**src/rtl/satm_pkg.sv**
```systemverilog
package satm_pkg;

  localparam int SENSOR_W = 16;
  localparam int ROOM_W   = 16;
  localparam int TEMP_W   = 16;
  localparam int STAMP_W  = 32;
  localparam int STATUS_W = 3;
  localparam int CFG_IDX_W = 2;
  localparam int CFG_DATA_W = 16;

  typedef enum logic [STATUS_W-1:0] {
    ST_LOADED    = 3'd0,
    ST_FULL      = 3'd1,
    ST_DUPLICATE = 3'd2,
    ST_UNKNOWN   = 3'd3,
    ST_UPDATED   = 3'd4
  } status_t;

  localparam logic [CFG_IDX_W-1:0] REG_COLD    = 2'd0;
  localparam logic [CFG_IDX_W-1:0] REG_HOT     = 2'd1;
  localparam logic [CFG_IDX_W-1:0] REG_TIMEOUT = 2'd2;

  localparam logic signed [TEMP_W-1:0] COLD_RESET = 16'sd4352;
  localparam logic signed [TEMP_W-1:0] HOT_RESET  = 16'sd6144;
  localparam logic [CFG_DATA_W-1:0] TIMEOUT_RESET = 16'd60;

  // Command applied to the whole chain; every cell sees it in the same cycle.
  typedef struct packed {
    logic                 load;     // append at the first free cell
    logic                 touch;    // write stamp and sample to the hit cell
    logic [SENSOR_W-1:0]  sensor;
    logic [ROOM_W-1:0]    room;
    logic [TEMP_W-1:0]    temp;
    logic [STAMP_W-1:0]   stamp;
    logic [CFG_DATA_W-1:0] timeout;
  } chain_cmd_t;

endpackage

```
**src/rtl/satm_div.sv**
```systemverilog
// Signed restoring divider for the window average, one quotient bit a cycle.
module satm_div #(
  parameter int DEN_W = 3
) (
  input  logic                        clk,
  input  logic                        rst,
  input  logic                        start,
  input  logic signed [31:0]          num,
  input  logic [DEN_W-1:0]            den,
  output logic                        done,
  output logic signed [15:0]          quot
);
  import satm_pkg::*;

  logic [31:0] q;
  logic [DEN_W:0] r;
  logic [5:0] cnt;
  logic busy, neg;
  logic [DEN_W:0] r_sh;
  logic [31:0] qn;

  assign r_sh = {r[DEN_W-1:0], q[31]};
  assign qn = neg ? (~q + 1'b1) : q;
  assign quot = qn[15:0];

  always_ff @(posedge clk) begin
    if (rst) begin
      busy <= 1'b0;
      done <= 1'b0;
    end else begin
      done <= 1'b0;
      if (start) begin
        busy <= 1'b1;
        cnt <= '0;
        neg <= num[31];
        q <= num[31] ? 32'(-num) : 32'(num);
        r <= '0;
      end else if (busy) begin
        if (r_sh >= {1'b0, den}) begin
          r <= r_sh - {1'b0, den};
          q <= {q[30:0], 1'b1};
        end else begin
          r <= r_sh;
          q <= {q[30:0], 1'b0};
        end
        cnt <= cnt + 1'b1;
        if (cnt == 6'd31) begin
          busy <= 1'b0;
          done <= 1'b1;
        end
      end
    end
  end

endmodule

```
**config.mk**
```make
export PLATFORM = sky130hd
export DESIGN_NAME = satm_div
export DESIGN_NICKNAME = d
export VERILOG_FILES = /design/src/rtl/satm_pkg.sv /design/src/rtl/satm_div.sv
export SDC_FILE = /design/constraint.sdc
export NUM_CORES = 1
export LEC_CHECK = 0
export ABC_CLOCK_PERIOD_IN_PS = 3000
export BUFFER_PORTS_ARGS = -buffer_cell sky130_fd_sc_hd__clkbuf_2
export CAP_MARGIN = 20
export CORE_ASPECT_RATIO = 1.75
export CORE_MARGIN = 4
export CORE_UTILIZATION = 43
export DETAILED_ROUTE_END_ITERATION = 7
export GPL_ROUTABILITY_DRIVEN = 0
export PLACE_DENSITY = 0.68
export SETUP_SLACK_MARGIN = 0.5
export SYNTH_ARGS = -nofsm -noshare
export SYNTH_HDL_FRONTEND = slang
export SYNTH_SLANG_ARGS = --single-unit
```
**constraint.sdc**
```tcl
create_clock -name clk -period 3 [get_ports clk]
set_input_delay 0.6 -clock clk [delete_from_list [all_inputs] [get_ports clk]]
set_output_delay 0.6 -clock clk [all_outputs]
set_load 0.02 [all_outputs]
```
==> impl_metrics.csv <==
group,metric,value,unit
yosys,yosysSeqAreaShare,44.6,%
layout,antenna_cells,0,
sta,period_minus_slack,2.90,ns
clock_tree,numCtsBuffers,5,
yosys,synth-main-ff-cell,"edfxtp_1",
critical_path,timing.rr.start,"q[31]",
sta,tightest_slew,0.623,ns
clock_tree,cts_tree,"done",
critical_path,path_cells,"or3_4 > or3_4 > or2_4 > o41ai_4 > xnor2_2 > buf_4",
critical_path,worstSetupPathType,"reg -> out",
critical_path,max_stage_delay,0.42,ns
floorplan,fp.dieH,117,um
detailed_routing,vias,2451,
critical_path,worstReg2RegEnd,"r[1]",
floorplan,row_count,39,
layout,layout_common_cells,"clkbuf_2 (46), nor2_1 (44), edfxtp_1 (42)",
critical_path,rr_worst_depth,8,
layout,fillers,610,
critical_path,rrSetupSlack,1.17,ns
yosys,ys_ff_latch,44,
layout,design_area,3640,um2
detailed_routing,drt_iter0_drc,124,
detailed_routing,drtAntennaViolNets,0,
clock_tree,path_clk_slew,0.06,ns
yosys,async_flop_share,0,%
worst_hold_path,hold_depth,2,
grt,gr-usage-all-layers,15.9,%
yosys,synth_edf_count,42,
grt,grt_remaining_overflow,0,
detailed_routing,drc,0,
sta,setup_violations,0,
power,comb_power_share,20.3,%
place,dpl_cell_area,3300,um2
grt,grt_pass1_wl,10600,um
power,p_leak,1.41,nW
floorplan,start_util,44.3,%
clock_tree,cts_root_buf,"clkbuf_16",
worst_hold_path,hp-start,"busy",
place,post-dp-hpwl,4630,um
sta,fmax,345,MHz
critical_path,cpMostUsedCell,"or3_4",
power,seqPwrFrac,44.3,%
layout,fin_util,55.3,%
critical_path,endpoint_kind,"primary output",
run,cap_violations,0,
yosys,yosysUniqueCellTypes,36,
floorplan,die-area,8220,um2
layout,synthToLayoutAreaGrowth,24.9,%
power,swShare,26.0,%
worst_hold_path,hold_path.class,"reg -> reg",
sta,hold_violations,0,
place,port-buffer-count,54,
detailed_routing,wl_per_cell,13.8,um
floorplan,die_w,70.3,um
clock_tree,ctsLongestPathBuffers,2,
yosys,syn_area_per_cell,9.56,um2
critical_path,critPathMaxFanout,4,
critical_path,cp_slowest_cell,"or3_4",
sta,fin_skew,0.00344,ns
power,clockPowerShare,35.4,%
grt,grt_max_degree,49,
critical_path,crit_arrival,2.30,ns
power,p_sw,0.447,mW
grt,antenna_found_initial,0,
grt,grt_pass1_vias,2384,
power,p_int,1.27,mW
yosys,yosysWarningCount,0,
clock_tree,clkSinkCount,44,
sta,fin_tns_setup,0,ns
floorplan,core-area,6590,um2
sta,finalMaxSlewViolations,0,
layout,drive_above_1_share,26.7,%
sta,relSlewSlack,58.4,%
floorplan,ios,55,
critical_path,critPathLaunchType,"register",
critical_path,cp.required,2.40,ns
sta,rsz0062_at_grt,"yes",
sta,fin_hold_ws,0.442,ns
yosys,syn_inst,305,
sta,fin_crit_sh,96.7,%
power,peakVddDrop,0.354,mV
layout,nets,415,
detailed_routing,first_pass_iters,4,
yosys,syn_nets,350,
worst_hold_path,min_to,"done",
clock_tree,clk_latency,0.28,ns
detailed_routing,via_per_inst,5.41,
outcome,status,"completed",
layout,final_common_cell,"clkbuf_2",
power,p_per_area,472,nW/um2
yosys,synth_area,2920,um2
detailed_routing,wl,6270,um
clock_tree,cts-htree-levels,2,
[routing by layer]
layer,part of all wire (%),wire (um),GRT usage (%),vias up
li1,-,-,-,1232
met1,39,2450,17.7,1151
met2,54,3400,29.0,51
met3,3.9,242,2.74,17
met4,3.0,186,7.54,0
met5,0,0,0,-
[state kept, by name, indices dropped and copies added, names as in the netlist]
| signal | cells |
|---|---|
| neg | 1 |
| q | 32 |
| cnt | 6 |
| busy | 1 |
| r | 3 |
| done | 1 |
[worst max-delay path, delay by kind of cell, from the launching register on]
| kind | cells | cell delay [ns] |
|---|---|---|
| simple gates | 3 | 1.07 |
| flops | 1 | 0.40 |
| compound gates | 1 | 0.26 |
| buf+inv | 1 | 0.15 |
| xor+xnor | 1 | 0.14 |
[Yosys cell counts, types with 6 or more instances]
cell | n | area [um2]
or3_1 | 9 | 56.3
edfxtp_1 | 42 | 1260
xnor2_1 | 17 | 149
o21ai_0 | 13 | 65.1
o31ai_1 | 14 | 105
nand2_1 | 15 | 56.3
ha_1 | 6 | 75.1
a21oi_1 | 32 | 160
inv_1 | 11 | 41.3
o41ai_1 | 8 | 70.1
clkbuf_1 | 11 | 41.3
nor2_1 | 45 | 169
xor2_1 | 30 | 263
[through the flow]
step	power, mW	instances	setup slack (ns)
final	1.72	453	0.100
after global placement	1.09	435	0.234
after floorplan	0.988	305	0.485
after global routing	1.80	453	0.000742
after CTS	1.74	451	0.0644
after detailed placement	1.10	435	0.212
[how the worst max path moves through the flow]
| stage | startpoint | to | slack [ns] | depth (start not counted) |
|---|---|---|---|---|
| final | q[5] | quot[15] | 0.10 | 6 |
| after global placement | q[9] | quot[14] | 0.23 | 7 |
| after global routing | q[4] | quot[15] | 0.0007 | 6 |
| after detailed placement | q[4] | quot[15] | 0.21 | 6 |
| after CTS | q[4] | quot[15] | 0.06 | 6 |
| after floorplan | q[5] | quot[15] | 0.49 | 5 |
[cells by family (layout without fill, tap and decap cells)]
family / count (synthesis) / in the layout / share of synthesized area [%]
muxes: 2 / 2 / 0.686
xor gates and xnor gates: 47 / 47 / 14.1
adders and majority gates: 7 / 7 / 3.26
DFF: 44 / 44 / 44.6
buffers and inverters: 26 / 92 / 3.99
and+or+nand+nor: 108 / 108 / 18.2
AOI/OAI and AO/OA: 71 / 71 / 15.1
[timing repair]
item | in CTS | in global routing
endpoints found under the hold margin | 0 | 0
setup endpoints to repair | 8 | 13
resized for setup | 19 | 14
hold buffers | 0 | 0
pin swaps | 5 | 2
buffers inserted | 8 | 2
[layout make-up]
type | instances | area [um2] | area share [%]
inverters | 11 | 41.3 | 1.13
clock buffers | 5 | 125 | 3.43
well taps | 82 | 103 | 2.82
repair buffers | 73 | 433 | 11.9
clock inverters | 3 | 42.5 | 1.17
multi-input cells | 235 | 1600 | 43.9
flip-flops and latches | 44 | 1300 | 35.7
[power by group through the flow]
stage / Combinational (mW) / Clock [mW] / Sequential (mW)
after floorplan: 0.222 / 0 / 0.766
after global placement: 0.318 / 0 / 0.773
after detailed placement: 0.324 / 0 / 0.775
after CTS: 0.349 / 0.629 / 0.761
after global routing: 0.391 / 0.646 / 0.767
final: 0.349 / 0.610 / 0.761
(Power assumes the default switching activity.)
